$ cat config.mk
export PLATFORM = sky130hd
export DESIGN_NAME = source_lexer_tokenizer_flat
export DESIGN_NICKNAME = d
export VERILOG_FILES = /design/src/rtl/core/slt_pkg.sv /design/src/rtl/core/slt_char_if.sv /design/src/rtl/core/slt_tok_if.sv /design/src/rtl/core/slt_kw_match.sv /design/src/rtl/core/slt_scan.sv /design/src/rtl/core/slt_res_fifo.sv /design/src/rtl/core/source_lexer_tokenizer.sv /design/src/flat_wrapper.sv
export SDC_FILE = /design/constraint.sdc
export NUM_CORES = 1
export LEC_CHECK = 0
export ABC_AREA = 1
export BUFFER_PORTS_ARGS = -buffer_cell sky130_fd_sc_hd__buf_2
export CAP_MARGIN = 20
export CORE_MARGIN = 2
export CORE_UTILIZATION = 40
export CTS_CLUSTER_SIZE = 12
export DETAILED_ROUTE_END_ITERATION = 7
export PLACE_DENSITY = 0.52
export SYNTH_ARGS = -nofsm -noshare
export SYNTH_HDL_FRONTEND = slang
export SYNTH_SLANG_ARGS = --single-unit
$ cat constraint.sdc
create_clock -name clk_i -period 6.9 [get_ports clk_i]
set_input_delay 1.035 -clock clk_i [delete_from_list [all_inputs] [get_ports clk_i]]
set_output_delay 1.035 -clock clk_i [all_outputs]
set_load 0.01 [all_outputs]
$ cat src/rtl/core/slt_pkg.sv
// slt_pkg: token kinds, scanner states, result types, keyword table and
// character class functions for the source lexer tokenizer.
// No dependencies.
`default_nettype none

package slt_pkg;

  localparam logic [5:0] KIND_ATTR   = 6'd0;
  localparam logic [5:0] KIND_ID     = 6'd18;
  localparam logic [5:0] KIND_NUM    = 6'd19;
  localparam logic [5:0] KIND_REAL   = 6'd20;
  localparam logic [5:0] KIND_LIT    = 6'd21;
  localparam logic [5:0] KIND_PLUS   = 6'd22;
  localparam logic [5:0] KIND_MINUS  = 6'd23;
  localparam logic [5:0] KIND_MUL    = 6'd24;
  localparam logic [5:0] KIND_DIV    = 6'd25;
  localparam logic [5:0] KIND_LPAREN = 6'd26;
  localparam logic [5:0] KIND_RPAREN = 6'd27;
  localparam logic [5:0] KIND_LBLOCK = 6'd28;
  localparam logic [5:0] KIND_RBLOCK = 6'd29;
  localparam logic [5:0] KIND_SEMI   = 6'd30;
  localparam logic [5:0] KIND_COMMA  = 6'd31;
  localparam logic [5:0] KIND_LT     = 6'd32;
  localparam logic [5:0] KIND_GT     = 6'd33;
  localparam logic [5:0] KIND_LE     = 6'd34;
  localparam logic [5:0] KIND_GE     = 6'd35;
  localparam logic [5:0] KIND_EXCL   = 6'd36;
  localparam logic [5:0] KIND_NE     = 6'd37;
  localparam logic [5:0] KIND_EQ     = 6'd38;
  localparam logic [5:0] KIND_ASSIGN = 6'd39;
  localparam logic [5:0] KIND_ERR    = 6'd40;
  localparam logic [5:0] KIND_EOF    = 6'd41;
  localparam logic [5:0] KIND_AND    = 6'd42;
  localparam logic [5:0] KIND_OR     = 6'd43;
  localparam logic [5:0] KIND_MAX    = KIND_OR;

  typedef enum logic [4:0] {
    ST_START, ST_AFTER_DIV, ST_LINE_CMT, ST_BLOCK_CMT, ST_BSTAR, ST_NUM, ST_REAL,
    ST_EXPONENT, ST_WORD, ST_DOTTED, ST_CMP, ST_EXCL, ST_EQ, ST_LIT, ST_ESCAPE,
    ST_OCT1, ST_OCT2, ST_AND, ST_OR
  } scan_e;

  typedef struct packed {
    logic [5:0] kind;
    logic [7:0] attr_char;
    logic       last;
  } tok_t;

  // up to two result items per input item, in order
  typedef struct packed {
    logic [1:0] cnt;
    tok_t       tok0;
    tok_t       tok1;
  } scan_res_t;

  localparam int KW_COUNT    = 17;
  localparam int KW_TEXT_LEN = 8;

  // right-justified text; keyword k has kind k + 1
  localparam logic [63:0] KW_STR [KW_COUNT] = '{
    64'("boolean"), 64'("break"), 64'("class"), 64'("continue"), 64'("do"),
    64'("double"), 64'("else"), 64'("false"), 64'("for"), 64'("if"), 64'("int"),
    64'("return"), 64'("String"), 64'("static"), 64'("true"), 64'("void"),
    64'("while")
  };
  localparam logic [3:0] KW_LEN [KW_COUNT] = '{
    4'd7, 4'd5, 4'd5, 4'd8, 4'd2, 4'd6, 4'd4, 4'd5,
    4'd3, 4'd2, 4'd3, 4'd6, 4'd6, 4'd6, 4'd4, 4'd4, 4'd5
  };

  function automatic logic is_space(input logic [7:0] c);
    return (c == " ") || (c >= 8'd9 && c <= 8'd13);
  endfunction

  function automatic logic is_digit(input logic [7:0] c);
    return c >= "0" && c <= "9";
  endfunction

  function automatic logic is_oct(input logic [7:0] c);
    return c >= "0" && c <= "7";
  endfunction

  function automatic logic is_alpha(input logic [7:0] c);
    return (c >= "a" && c <= "z") || (c >= "A" && c <= "Z");
  endfunction

  function automatic logic is_wordch(input logic [7:0] c);
    return is_alpha(c) || is_digit(c) || c == "_" || c == "$";
  endfunction

  function automatic logic [5:0] single_code(input logic [7:0] c);
    logic [5:0] k;
    case (c)
      "+":     k = KIND_PLUS;
      "-":     k = KIND_MINUS;
      "*":     k = KIND_MUL;
      "(":     k = KIND_LPAREN;
      ")":     k = KIND_RPAREN;
      "{":     k = KIND_LBLOCK;
      "}":     k = KIND_RBLOCK;
      ";":     k = KIND_SEMI;
      ",":     k = KIND_COMMA;
      default: k = KIND_ATTR;
    endcase
    return k;
  endfunction

  function automatic logic ends_token(input logic [7:0] c);
    return is_space(c) || single_code(c) != KIND_ATTR || c == "/" || c == "<" ||
           c == ">" || c == "=" || c == "!" || c == "\"" || c == "|" || c == "&";
  endfunction

endpackage

`default_nettype wire

$ cat src/rtl/core/slt_char_if.sv
// slt_char_if: input channel, one source character per item.
// No dependencies.
`default_nettype none

interface slt_char_if;
  logic       valid;
  logic       ready;
  logic [7:0] char_in;
  logic       end_of_input;

  modport source (output valid, char_in, end_of_input, input ready);
  modport sink (input valid, char_in, end_of_input, output ready);
endinterface

`default_nettype wire

$ cat src/rtl/core/slt_tok_if.sv
// slt_tok_if: result channel, one token kind or attribute byte per item.
// No dependencies.
`default_nettype none

interface slt_tok_if;
  logic       valid;
  logic       ready;
  logic [5:0] kind;
  logic [7:0] attr_char;
  logic       last;

  modport source (output valid, kind, attr_char, last, input ready);
  modport sink (input valid, kind, attr_char, last, output ready);
endinterface

`default_nettype wire

$ cat src/rtl/core/slt_kw_match.sv
// slt_kw_match: parallel compare of the stored word prefix against all
// keywords. Depends on slt_pkg.
`default_nettype none

module slt_kw_match #(
  parameter int KeywordMaxLen = 8,
  localparam int WlenW = $clog2(KeywordMaxLen + 2)
) (
  input  logic [7:0]       prefix_i [KeywordMaxLen],
  input  logic [WlenW-1:0] wlen_i,
  output logic [5:0]       code_o
);

  always_comb begin
    logic        hit;
    logic [63:0] kw;
    code_o = slt_pkg::KIND_ID;
    for (int k = slt_pkg::KW_COUNT - 1; k >= 0; k--) begin
      kw  = slt_pkg::KW_STR[k] <<
            (8 * (slt_pkg::KW_TEXT_LEN - int'(slt_pkg::KW_LEN[k])));
      hit = (wlen_i == WlenW'(slt_pkg::KW_LEN[k]));
      for (int i = 0; i < slt_pkg::KW_TEXT_LEN; i++) begin
        if (i < int'(slt_pkg::KW_LEN[k]) &&
            prefix_i[i] != kw[8*(slt_pkg::KW_TEXT_LEN-1-i) +: 8]) begin
          hit = 1'b0;
        end
      end
      if (hit) begin
        code_o = 6'(k + 1);
      end
    end
  end

endmodule

`default_nettype wire

$ cat src/rtl/core/slt_scan.sv
// slt_scan: lexer automaton state and its next-state / result logic.
// Depends on slt_pkg and slt_kw_match.
`default_nettype none

module slt_scan #(
  parameter int KeywordMaxLen = 8
) (
  input  logic                   clk_i,
  input  logic                   rst_ni,
  input  logic                   adv_i,
  input  logic [7:0]             char_i,
  input  logic                   eoi_i,
  output slt_pkg::scan_res_t     res_o
);

  localparam int WlenW = $clog2(KeywordMaxLen + 2);
  localparam int IdxW  = $clog2(KeywordMaxLen);

  slt_pkg::scan_e    st_q, st_d;
  logic              seen_q, seen_d;
  logic [WlenW-1:0]  wlen_q, wlen_d;
  logic [8:0]        oct_q, oct_d;
  logic              lt_q, lt_d;
  logic [7:0]        pfx_q [KeywordMaxLen];

  logic              pw_en;
  logic [IdxW-1:0]   pw_idx;
  logic [5:0]        kw_code;
  logic [7:0]        c;

  // start-state decode of the current character
  slt_pkg::scan_e    ss;
  logic              s_v, s_word, s_op;
  logic [5:0]        s_k;
  logic [7:0]        s_a;

  logic              pre_v, body_v, clr, do_start;
  logic [5:0]        pre_k, body_k;
  logic [7:0]        body_a;
  logic [8:0]        oct_sum;
  logic              oct_ok;

  assign c       = eoi_i ? 8'(" ") : char_i;
  assign oct_sum = oct_q + {6'd0, c[2:0]};
  assign oct_ok  = slt_pkg::is_oct(c) && oct_sum != 9'd0 && !oct_sum[8];

  slt_kw_match #(.KeywordMaxLen(KeywordMaxLen)) u_kw_match (
    .prefix_i (pfx_q),
    .wlen_i   (wlen_q),
    .code_o   (kw_code)
  );

  always_comb begin
    ss     = slt_pkg::ST_START;
    s_v    = 1'b0;
    s_k    = slt_pkg::KIND_ATTR;
    s_a    = 8'd0;
    s_word = 1'b0;
    s_op   = 1'b0;
    if (slt_pkg::is_space(c)) begin
      ss = slt_pkg::ST_START;
    end else if (slt_pkg::is_alpha(c) || c == "_" || c == "$") begin
      ss = slt_pkg::ST_WORD; s_v = 1'b1; s_a = c; s_word = 1'b1;
    end else if (slt_pkg::is_digit(c)) begin
      ss = slt_pkg::ST_NUM; s_v = 1'b1; s_a = c;
    end else if (c == "/") begin
      ss = slt_pkg::ST_AFTER_DIV;
    end else if (slt_pkg::single_code(c) != slt_pkg::KIND_ATTR) begin
      s_v = 1'b1; s_k = slt_pkg::single_code(c);
    end else if (c == "<" || c == ">") begin
      ss = slt_pkg::ST_CMP; s_op = 1'b1;
    end else if (c == "!") begin
      ss = slt_pkg::ST_EXCL; s_op = 1'b1;
    end else if (c == "=") begin
      ss = slt_pkg::ST_EQ; s_op = 1'b1;
    end else if (c == "\"") begin
      ss = slt_pkg::ST_LIT;
    end else if (c == "&") begin
      ss = slt_pkg::ST_AND; s_op = 1'b1;
    end else if (c == "|") begin
      ss = slt_pkg::ST_OR; s_op = 1'b1;
    end else begin
      s_v = 1'b1; s_k = slt_pkg::KIND_ERR;
    end
  end

  // result items
  always_comb begin
    pre_v    = 1'b0;
    pre_k    = slt_pkg::KIND_ATTR;
    body_v   = 1'b0;
    body_k   = slt_pkg::KIND_ATTR;
    body_a   = 8'd0;
    do_start = 1'b0;
    res_o    = '0;

    case (st_q)
      slt_pkg::ST_AFTER_DIV: begin
        if (c != "/" && c != "*") begin
          pre_v = 1'b1; pre_k = slt_pkg::KIND_DIV; do_start = 1'b1;
        end
      end
      slt_pkg::ST_LINE_CMT, slt_pkg::ST_BLOCK_CMT, slt_pkg::ST_BSTAR: begin
      end
      slt_pkg::ST_NUM: begin
        if (slt_pkg::is_digit(c) || c == "E" || c == "e" || c == ".") begin
          body_v = 1'b1; body_a = c;
        end else if (slt_pkg::ends_token(c)) begin
          pre_v = 1'b1; pre_k = slt_pkg::KIND_NUM; do_start = 1'b1;
        end else begin
          body_v = 1'b1; body_k = slt_pkg::KIND_ERR;
        end
      end
      slt_pkg::ST_EXPONENT: begin
        if (((c == "+" || c == "-") && !seen_q) || slt_pkg::is_digit(c)) begin
          body_v = 1'b1; body_a = c;
        end else if (slt_pkg::ends_token(c)) begin
          pre_v = 1'b1; pre_k = slt_pkg::KIND_REAL; do_start = 1'b1;
        end else begin
          body_v = 1'b1; body_k = slt_pkg::KIND_ERR;
        end
      end
      slt_pkg::ST_REAL: begin
        if (slt_pkg::is_digit(c) || ((c == "E" || c == "e") && seen_q)) begin
          body_v = 1'b1; body_a = c;
        end else if (slt_pkg::ends_token(c) && seen_q) begin
          pre_v = 1'b1; pre_k = slt_pkg::KIND_REAL; do_start = 1'b1;
        end else begin
          body_v = 1'b1; body_k = slt_pkg::KIND_ERR;
        end
      end
      slt_pkg::ST_WORD: begin
        if (slt_pkg::is_wordch(c) || c == ".") begin
          body_v = 1'b1; body_a = c;
        end else if (slt_pkg::ends_token(c)) begin
          pre_v = 1'b1; pre_k = kw_code; do_start = 1'b1;
        end else begin
          body_v = 1'b1; body_k = slt_pkg::KIND_ERR;
        end
      end
      slt_pkg::ST_DOTTED: begin
        if (slt_pkg::is_wordch(c)) begin
          body_v = 1'b1; body_a = c;
        end else if (seen_q && slt_pkg::ends_token(c)) begin
          pre_v = 1'b1; pre_k = slt_pkg::KIND_ID; do_start = 1'b1;
        end else begin
          body_v = 1'b1; body_k = slt_pkg::KIND_ERR;
        end
      end
      slt_pkg::ST_CMP: begin
        if (c == "=") begin
          body_v = 1'b1;
          body_k = lt_q ? slt_pkg::KIND_LE : slt_pkg::KIND_GE;
        end else begin
          pre_v = 1'b1; do_start = 1'b1;
          pre_k = lt_q ? slt_pkg::KIND_LT : slt_pkg::KIND_GT;
        end
      end
      slt_pkg::ST_EXCL: begin
        if (c == "=") begin
          body_v = 1'b1; body_k = slt_pkg::KIND_NE;
        end else begin
          pre_v = 1'b1; pre_k = slt_pkg::KIND_EXCL; do_start = 1'b1;
        end
      end
      slt_pkg::ST_EQ: begin
        if (c == "=") begin
          body_v = 1'b1; body_k = slt_pkg::KIND_EQ;
        end else begin
          pre_v = 1'b1; pre_k = slt_pkg::KIND_ASSIGN; do_start = 1'b1;
        end
      end
      slt_pkg::ST_AND: begin
        body_v = 1'b1;
        body_k = (c == "&") ? slt_pkg::KIND_AND : slt_pkg::KIND_ERR;
      end
      slt_pkg::ST_OR: begin
        body_v = 1'b1;
        body_k = (c == "|") ? slt_pkg::KIND_OR : slt_pkg::KIND_ERR;
      end
      slt_pkg::ST_LIT: begin
        if (c == "\"") begin
          body_v = 1'b1; body_k = slt_pkg::KIND_LIT;
        end else if (c == "\\") begin
          body_v = 1'b0;
        end else if (c == "\n") begin
          body_v = 1'b1; body_k = slt_pkg::KIND_ERR;
        end else begin
          body_v = 1'b1; body_a = c;
        end
      end
      slt_pkg::ST_ESCAPE: begin
        if (c == "\"" || c == "\\") begin
          body_v = 1'b1; body_a = c;
        end else if (c == "n") begin
          body_v = 1'b1; body_a = 8'("\n");
        end else if (c == "t") begin
          body_v = 1'b1; body_a = 8'("\t");
        end else if (!slt_pkg::is_oct(c)) begin
          body_v = 1'b1; body_k = slt_pkg::KIND_ERR;
        end
      end
      slt_pkg::ST_OCT1: begin
        if (!slt_pkg::is_oct(c)) begin
          body_v = 1'b1; body_k = slt_pkg::KIND_ERR;
        end
      end
      slt_pkg::ST_OCT2: begin
        if (oct_ok) begin
          body_v = 1'b1; body_a = oct_sum[7:0];
        end else begin
          body_v = 1'b1; body_k = slt_pkg::KIND_ERR;
        end
      end
      default: begin
        do_start = 1'b1;
      end
    endcase

    if (do_start) begin
      body_v = s_v; body_k = s_k; body_a = s_a;
    end

    // order: token code ending the previous token, then this character's item
    if (pre_v) begin
      res_o.tok0 = '{kind: pre_k, attr_char: 8'd0, last: !body_v};
      res_o.tok1 = '{kind: body_k, attr_char: body_a, last: 1'b1};
      res_o.cnt  = body_v ? 2'd2 : 2'd1;
    end else begin
      res_o.tok0 = '{kind: body_k, attr_char: body_a, last: 1'b1};
      res_o.cnt  = body_v ? 2'd1 : 2'd0;
    end

    if (eoi_i) begin
      if (res_o.cnt == 2'd0) begin
        res_o.tok0 = '{kind: slt_pkg::KIND_EOF, attr_char: 8'd0, last: 1'b1};
        res_o.cnt  = 2'd1;
      end else begin
        res_o.tok0.last = 1'b0;
        res_o.tok1 = '{kind: slt_pkg::KIND_EOF, attr_char: 8'd0, last: 1'b1};
        res_o.cnt  = 2'd2;
      end
    end
  end

  // next state
  always_comb begin
    st_d   = st_q;
    seen_d = seen_q;
    wlen_d = wlen_q;
    oct_d  = oct_q;
    lt_d   = lt_q;
    pw_en  = 1'b0;
    pw_idx = wlen_q[IdxW-1:0];
    clr    = 1'b0;

    case (st_q)
      slt_pkg::ST_AFTER_DIV: begin
        if (c == "/") st_d = slt_pkg::ST_LINE_CMT;
        else if (c == "*") st_d = slt_pkg::ST_BLOCK_CMT;
      end
      slt_pkg::ST_LINE_CMT: begin
        if (c == "\n") clr = 1'b1;
      end
      slt_pkg::ST_BLOCK_CMT: begin
        if (c == "*") st_d = slt_pkg::ST_BSTAR;
      end
      slt_pkg::ST_BSTAR: begin
        if (c == "/") clr = 1'b1;
        else if (c != "*") st_d = slt_pkg::ST_BLOCK_CMT;
      end
      slt_pkg::ST_NUM: begin
        if (c == "E" || c == "e") begin
          st_d = slt_pkg::ST_EXPONENT; seen_d = 1'b0;
        end else if (c == ".") begin
          st_d = slt_pkg::ST_REAL; seen_d = 1'b0;
        end else if (!slt_pkg::is_digit(c) && !slt_pkg::ends_token(c)) begin
          clr = 1'b1;
        end
      end
      slt_pkg::ST_EXPONENT: begin
        if (((c == "+" || c == "-") && !seen_q) || slt_pkg::is_digit(c)) begin
          seen_d = 1'b1;
        end else if (!slt_pkg::ends_token(c)) begin
          clr = 1'b1;
        end
      end
      slt_pkg::ST_REAL: begin
        if (slt_pkg::is_digit(c)) begin
          seen_d = 1'b1;
        end else if ((c == "E" || c == "e") && seen_q) begin
          st_d = slt_pkg::ST_EXPONENT; seen_d = 1'b0;
        end else if (!(slt_pkg::ends_token(c) && seen_q)) begin
          clr = 1'b1;
        end
      end
      slt_pkg::ST_WORD: begin
        if (slt_pkg::is_wordch(c)) begin
          pw_en = (wlen_q < WlenW'(KeywordMaxLen));
          if (wlen_q <= WlenW'(KeywordMaxLen)) wlen_d = wlen_q + WlenW'(1);
        end else if (c == ".") begin
          st_d = slt_pkg::ST_DOTTED; seen_d = 1'b0;
        end else if (!slt_pkg::ends_token(c)) begin
          clr = 1'b1;
        end
      end
      slt_pkg::ST_DOTTED: begin
        if (slt_pkg::is_wordch(c)) begin
          seen_d = 1'b1;
        end else if (!(seen_q && slt_pkg::ends_token(c))) begin
          clr = 1'b1;
        end
      end
      slt_pkg::ST_CMP, slt_pkg::ST_EXCL, slt_pkg::ST_EQ: begin
        if (c == "=") clr = 1'b1;
      end
      slt_pkg::ST_AND, slt_pkg::ST_OR: begin
        clr = 1'b1;
      end
      slt_pkg::ST_LIT: begin
        if (c == "\"") clr = 1'b1;
        else if (c == "\\") st_d = slt_pkg::ST_ESCAPE;
        else if (c == "\n") clr = 1'b1;
      end
      slt_pkg::ST_ESCAPE: begin
        if (c == "\"" || c == "\\" || c == "n" || c == "t") begin
          st_d = slt_pkg::ST_LIT;
        end else if (slt_pkg::is_oct(c)) begin
          st_d = slt_pkg::ST_OCT1; oct_d = {c[2:0], 6'd0};
        end else begin
          clr = 1'b1;
        end
      end
      slt_pkg::ST_OCT1: begin
        if (slt_pkg::is_oct(c)) begin
          st_d = slt_pkg::ST_OCT2; oct_d = oct_q + {3'd0, c[2:0], 3'd0};
        end else begin
          clr = 1'b1;
        end
      end
      slt_pkg::ST_OCT2: begin
        if (oct_ok) begin
          st_d = slt_pkg::ST_LIT; oct_d = 9'd0;
        end else begin
          clr = 1'b1;
        end
      end
      default: begin
      end
    endcase

    if (clr) begin
      st_d = slt_pkg::ST_START; seen_d = 1'b0; wlen_d = '0; oct_d = 9'd0;
    end
    if (do_start) begin
      st_d   = ss;
      seen_d = 1'b0;
      wlen_d = s_word ? WlenW'(1) : '0;
      oct_d  = 9'd0;
      if (s_op) lt_d = (c == "<");
      if (s_word) begin
        pw_en = 1'b1; pw_idx = '0;
      end
    end

    if (eoi_i) begin
      st_d = slt_pkg::ST_START; seen_d = 1'b0; wlen_d = '0; oct_d = 9'd0;
    end
  end

  always_ff @(posedge clk_i or negedge rst_ni) begin
    if (!rst_ni) begin
      st_q   <= slt_pkg::ST_START;
      seen_q <= 1'b0;
      wlen_q <= '0;
      oct_q  <= 9'd0;
    end else if (adv_i) begin
      st_q   <= st_d;
      seen_q <= seen_d;
      wlen_q <= wlen_d;
      oct_q  <= oct_d;
    end
  end

  always_ff @(posedge clk_i) begin
    if (adv_i) begin
      lt_q <= lt_d;
      if (pw_en) pfx_q[pw_idx] <= c;
    end
  end

endmodule

`default_nettype wire

$ cat src/rtl/core/slt_res_fifo.sv
// slt_res_fifo: four-entry result queue, up to two items in and one out per
// cycle. Depends on slt_pkg.
`default_nettype none

module slt_res_fifo (
  input  logic               clk_i,
  input  logic               rst_ni,
  input  logic               push_i,
  input  slt_pkg::scan_res_t push_data_i,
  input  logic               pop_i,
  output logic               valid_o,
  output slt_pkg::tok_t      head_o,
  output logic               room_o
);

  localparam int Depth = 4;
  localparam int PtrW  = $clog2(Depth);

  slt_pkg::tok_t     mem_q [Depth];
  logic [PtrW-1:0]   wp_q, rp_q;
  logic [PtrW:0]     cnt_q;
  logic [1:0]        n_push;
  logic              do_pop;

  assign n_push  = push_i ? push_data_i.cnt : 2'd0;
  assign do_pop  = pop_i && valid_o;
  assign valid_o = (cnt_q != '0);
  assign head_o  = mem_q[rp_q];
  assign room_o  = (cnt_q <= (PtrW+1)'(Depth - 2));

  always_ff @(posedge clk_i or negedge rst_ni) begin
    if (!rst_ni) begin
      wp_q  <= '0;
      rp_q  <= '0;
      cnt_q <= '0;
    end else begin
      wp_q  <= wp_q + PtrW'(n_push);
      rp_q  <= rp_q + PtrW'(do_pop);
      cnt_q <= cnt_q + (PtrW+1)'(n_push) - (PtrW+1)'(do_pop);
    end
  end

  always_ff @(posedge clk_i) begin
    if (n_push != 2'd0) mem_q[wp_q] <= push_data_i.tok0;
    if (n_push == 2'd2) mem_q[wp_q + PtrW'(1)] <= push_data_i.tok1;
  end

endmodule

`default_nettype wire

$ cat src/rtl/core/source_lexer_tokenizer.sv
// source_lexer_tokenizer: top level; input register, lexer automaton and
// result queue. Depends on slt_pkg, slt_char_if, slt_tok_if, slt_scan, slt_res_fifo.
//
//   port   dir  modport  item
//   in_i   in   sink     char_in[7:0], end_of_input
//   res_o  out  source   kind[5:0], attr_char[7:0], last
//
// One character per cycle enters the input register while the result queue has
// room; the automaton and the keyword compare decide it from that register and
// write 0 to 2 items into a four-entry result queue, which drains one item per
// cycle while the consumer is ready, so a character giving two items leaves it
// one item at a time. Queue holding more than two items stalls the input.
// Reset is asynchronous, active low, and takes the automaton to its start state.
`default_nettype none

module source_lexer_tokenizer #(
  parameter int KEYWORD_MAX_LEN = 8
) (
  input  logic       clk_i,
  input  logic       rst_ni,
  slt_char_if.sink   in_i,
  slt_tok_if.source  res_o
);

  logic               v_q;
  logic [7:0]         char_q;
  logic               eoi_q;
  logic               room;
  logic               adv;
  slt_pkg::scan_res_t scan_res;
  slt_pkg::tok_t      head;

  assign adv        = v_q && room;
  assign in_i.ready = !v_q || adv;

  always_ff @(posedge clk_i or negedge rst_ni) begin
    if (!rst_ni) begin
      v_q <= 1'b0;
    end else if (in_i.ready) begin
      v_q <= in_i.valid;
    end
  end

  always_ff @(posedge clk_i) begin
    if (in_i.ready && in_i.valid) begin
      char_q <= in_i.char_in;
      eoi_q  <= in_i.end_of_input;
    end
  end

  slt_scan #(.KeywordMaxLen(KEYWORD_MAX_LEN)) u_scan (
    .clk_i  (clk_i),
    .rst_ni (rst_ni),
    .adv_i  (adv),
    .char_i (char_q),
    .eoi_i  (eoi_q),
    .res_o  (scan_res)
  );

  slt_res_fifo u_res_fifo (
    .clk_i       (clk_i),
    .rst_ni      (rst_ni),
    .push_i      (adv),
    .push_data_i (scan_res),
    .pop_i       (res_o.ready),
    .valid_o     (res_o.valid),
    .head_o      (head),
    .room_o      (room)
  );

  assign res_o.kind      = head.kind;
  assign res_o.attr_char = head.attr_char;
  assign res_o.last      = head.last;

endmodule

`default_nettype wire

$ cat src/flat_wrapper.sv
// flat-port wrapper written by rule: the top's interface ports become plain ports
module source_lexer_tokenizer_flat 
#(
  parameter int KEYWORD_MAX_LEN = 8
)
  (clk_i, rst_ni, in_i_valid, in_i_char_in, in_i_end_of_input, in_i_ready, res_o_valid, res_o_kind, res_o_attr_char, res_o_last, res_o_ready);
  slt_char_if in_i_i ();
  slt_tok_if res_o_i ();
  input  logic clk_i;
  input  logic rst_ni;
  input wire logic [$bits(in_i_i.valid)-1:0] in_i_valid;
  input wire logic [$bits(in_i_i.char_in)-1:0] in_i_char_in;
  input wire logic [$bits(in_i_i.end_of_input)-1:0] in_i_end_of_input;
  output wire logic [$bits(in_i_i.ready)-1:0] in_i_ready;
  output wire logic [$bits(res_o_i.valid)-1:0] res_o_valid;
  output wire logic [$bits(res_o_i.kind)-1:0] res_o_kind;
  output wire logic [$bits(res_o_i.attr_char)-1:0] res_o_attr_char;
  output wire logic [$bits(res_o_i.last)-1:0] res_o_last;
  input wire logic [$bits(res_o_i.ready)-1:0] res_o_ready;
  assign in_i_i.valid = in_i_valid;
  assign in_i_i.char_in = in_i_char_in;
  assign in_i_i.end_of_input = in_i_end_of_input;
  assign in_i_ready = in_i_i.ready;
  assign res_o_valid = res_o_i.valid;
  assign res_o_kind = res_o_i.kind;
  assign res_o_attr_char = res_o_i.attr_char;
  assign res_o_last = res_o_i.last;
  assign res_o_i.ready = res_o_ready;
  source_lexer_tokenizer #(.KEYWORD_MAX_LEN(KEYWORD_MAX_LEN)) u_core (.clk_i(clk_i), .rst_ni(rst_ni), .in_i(in_i_i), .res_o(res_o_i));
endmodule
==> results.md <==
- Post-CTS Repair Setup Buffers: 0
- Synth Area in Compound Gates: 9.72%
- Sequential-to-total area share from yosys stat: between 40% and 50%
- Drt first pass iters: 5
- DIE WIDTH: 167 um
- Vias in the first global route: 9656
- Die H: 167 um
- Total track usage: 26.7%
- Post-DRT Antenna Nets: 0
- Vias per cell: 5.71
- Asr flop ratio synth: 15.2%
- Crit-path max FO: 22
- Initial antenna violation count: 0
- # hold bufs at CTS: 0
- Sw frac: roughly 48%
- Clock Sink Count: about 160
- Fill count: 2717
- NetSw: between 2 and 2.5 mW
- Drt drc: 0
- R2R Setup Slk: 1.14 ns
- Row count: 59
- Syn Inst Count: 1421
- Cell-internal power: approximately 2.7 mW
- RSZ-0062 raised after global routing: no
- Diode count: 0
- Post-CTS sizing: 0
- Critical Path Start Type: register
- Worst setup endpoint: u_core.u_res_fifo.mem_q[1][3]
- I/O pin count: 30
- Largest net degree at the start of global routing: 33
- Post-Route Skew: 0.0140 ns
- Cell Count, Final, Fillers Out: about 1800
- Worst-margin pin slew: 1.04 ns
- Final max-slew violation count: 0
- Post-Route WL: 37000 um
- Clk root buf: clkbuf_16
- Min cycle time layout: 5.76 ns
- H-tree levels: 4
- Post-Synth Adder-Cell Area: 1.73%
- Gr ovfl total: 0
- Synthesis-to-layout area growth: 10.0%
- Starting Density: 40.7%
- Synth cell types: 48
- CTS buffer count: 17
- Ys flop type: edfxtp_1
- Worst hold path type: register to register
- Final worst setup slack: around 1.1 ns
- Sequential share of power: 31.0%
- Worst Path Required: 7.01 ns
- Final setup violation count: 0
- Via count: 10242
- Max Clock Freq: 174 MHz
- Final Cycle Share: 83.5%
- Maximum clock path buffer count: 2
- Clk slew on worst S/H paths: around 0.080 ns
- Commonest non-fill, non-tap cells in the layout: 274 x nand2_1, 228 x nor2_1, 166 x nand3_1
- Top cell type by total area after synthesis: edfxtp_1
- Main combinational cell family by area after synthesis: simple AND/OR/NAND/NOR gates
- Share of the synthesized area in the top cell type: roughly two fifths
- Pre-CTS setup slack: 1.32 ns
- Worst hold margin: roughly 0.5 ns
- Dpl cells: 1762
- Status: finished, final reports clean
- Crit Reg-Reg Endpoint: u_core.u_res_fifo.mem_q[1][3]
- Final hold violation count: 0
- Simple logic cell fraction of the synthesized area: 36.4%
- Leading cell type in the layout, fill and taps excluded: nand2_1
- Max-slew headroom: 30.2%
- First DRT Iteration DRCs: around 1200
- CORE AREA: 0.0260 mm^2
- Synth Warn #: 0
- Synth top area cells: edfxtp_1 38%, nand2_1 9.7%, nor2_1 8.1%, nand3_1 7.9%, dfrtp_1 5.7%
- Post-synth EDFFs: 134
- Multiplexer share of the synthesized area: 0%
- Post-synthesis register bit count: 158
- Xor-xnor portion of the synthesized cell area: 0.746%
- Avg Synthesized Cell Area: 7.44 um^2
- Layout cell share with drive strength beyond 1: 7.95%
- Clock share of power: 18.3%
- VDD IR max: 249 uV
- Routed wire per std cell: 20.6 um
- First-pass GRT wire length: 56900 um
- Area of the mapped netlist: 0.0106 mm^2
- Cell count of the worst reg-to-reg path: 23
- Die area: around 0.028 mm^2
- R2R Path Start: u_core.eoi_q
- Crit. End Element: register
- Number of buffers added on ports: 29
- MaxCap Viol Count: 0
- TritonCTS clock tree: built
- Final HPWL DP: 28800 um
- Gate power share: 50.6%
- Clk Latency, worst-skew pair: 0.43 ns
- Crit path from: u_core.eoi_q
- Crit Path Class: register to register
- Total negative slack: 0 ns
- CP arrival: 5.87 ns
- Leak pwr: 4.76 nW
- Pwr dens: 443 mW/mm^2
- Mapped Nets: 1448
- Final Net Count: 1473
- Routability congestion estimate: roughly 0.95
worst min path at each step:
stage	start	endpoint	cells past startpoint
after floorplan	u_core.u_scan.oct_q[8]	u_core.u_scan.oct_q[8]	2
after global placement	u_core.u_scan.oct_q[8]	u_core.u_scan.oct_q[8]	2
after detailed placement	u_core.u_scan.oct_q[8]	u_core.u_scan.oct_q[8]	2
after CTS	u_core.u_scan.oct_q[8]	u_core.u_scan.oct_q[8]	2
after global routing	u_core.u_scan.oct_q[8]	u_core.u_scan.oct_q[8]	2
final	u_core.u_scan.oct_q[8]	u_core.u_scan.oct_q[8]	2
layer usage:
layer  track usage, %  up-vias  wire [um]
met5                0        -          0
met2             40.0      426      16100
met1             39.5     4829      17400
met4             7.23        0        716
met3             5.06       42       2800
li1                 -     4945          -
logic make-up (layout without fill, tap and decap cells):
kind of cell | count (synthesis) | after routing
simple gates | 848 | 848
buf+inv | 205 | 243
compound gates | 187 | 187
flops | 158 | 158
fa+ha+maj | 14 | 14
xor+xnor | 9 | 9
power groups by stage:
stage               Sequential (mW)  Clock, mW  Combinational (mW)
floorplan                      1.54          0                1.78
global placement               1.61          0                2.58
detailed placement             1.62          0                2.57
CTS                            1.60      0.965                2.58
global route                   1.62       1.00                2.92
finish                         1.60      0.944                2.61
flip-flops by register name, indices dropped and copies added (netlist names):
register and flops:
u_core.eoi_q 1, u_core.u_scan.seen_q 1, u_core.u_scan.pfx_q 64, u_core.u_res_fifo.rp_q 2, u_core.char_q 8, u_core.u_res_fifo.wp_q 2, u_core.u_res_fifo.mem_q 60, u_core.u_scan.st_q 5
u_core.u_scan.lt_q 1, u_core.u_scan.wlen_q 4, u_core.v_q 1, u_core.u_res_fifo.cnt_q 3, u_core.u_scan.oct_q 6
metrics by stage:
stage               instance area (um^2)  util, %  power [mW]
finish                             11600     44.8        5.15
global route                       11600     44.8        5.55
CTS                                11600     44.8        5.15
detailed placement                 11100     42.5        4.19
global placement                   11100     42.5        4.20
floorplan                          10600        -        3.32
area by class of cell:
type	count	area, um^2	area share [%]
well taps	335	419	3.60
multi-input cells	1058	5130	44.1
repair buffers	43	250	2.15
clock buffers	18	429	3.69
clock inverters	14	144	1.24
inverters	168	631	5.42
flip-flops and latches	158	4620	39.8
Yosys cell counts (all sizes together), types with 2 or more instances:
master / n
xnor2: 2
o32ai: 2
nor4: 16
and2: 2
clkinv: 2
nand3: 171
o22ai: 17
nand2: 287
buf: 13
or2: 5
o2111ai: 3
and3: 3
o21ai: 127
ha: 13
a21oi: 21
a21boi: 2
nand3b: 6
o211ai: 3
clkbuf: 24
nor3b: 3
nor2: 238
xor2: 7
edfxtp: 134
inv: 166
o31ai: 2
nand4: 65
a31oi: 5
nor3: 51
dfrtp: 24
worst max-delay path: stages (launching register included):
cell and delay [ns]:
edfxtp_1 0.56, inv_2 0.25, nand2_1 0.21, nor2_1 0.29, nand3_1 0.19, nor2_1 0.42, nor2_1 0.17, nand3_2 0.19
nand2_2 0.13, nor2_2 0.18, nor2_4 0.06, nand2_2 0.33, inv_2 0.17, ha_1 0.25, nand2_1 0.10, o21ai_0 0.13
nor2_1 0.25, inv_1 0.09, nor2_1 0.09, inv_1 0.08, nor2_1 0.39, inv_1 0.41, o21ai_1 0.20, buf_4 0.27
Note: power is estimated with default switching activity, not from simulation.
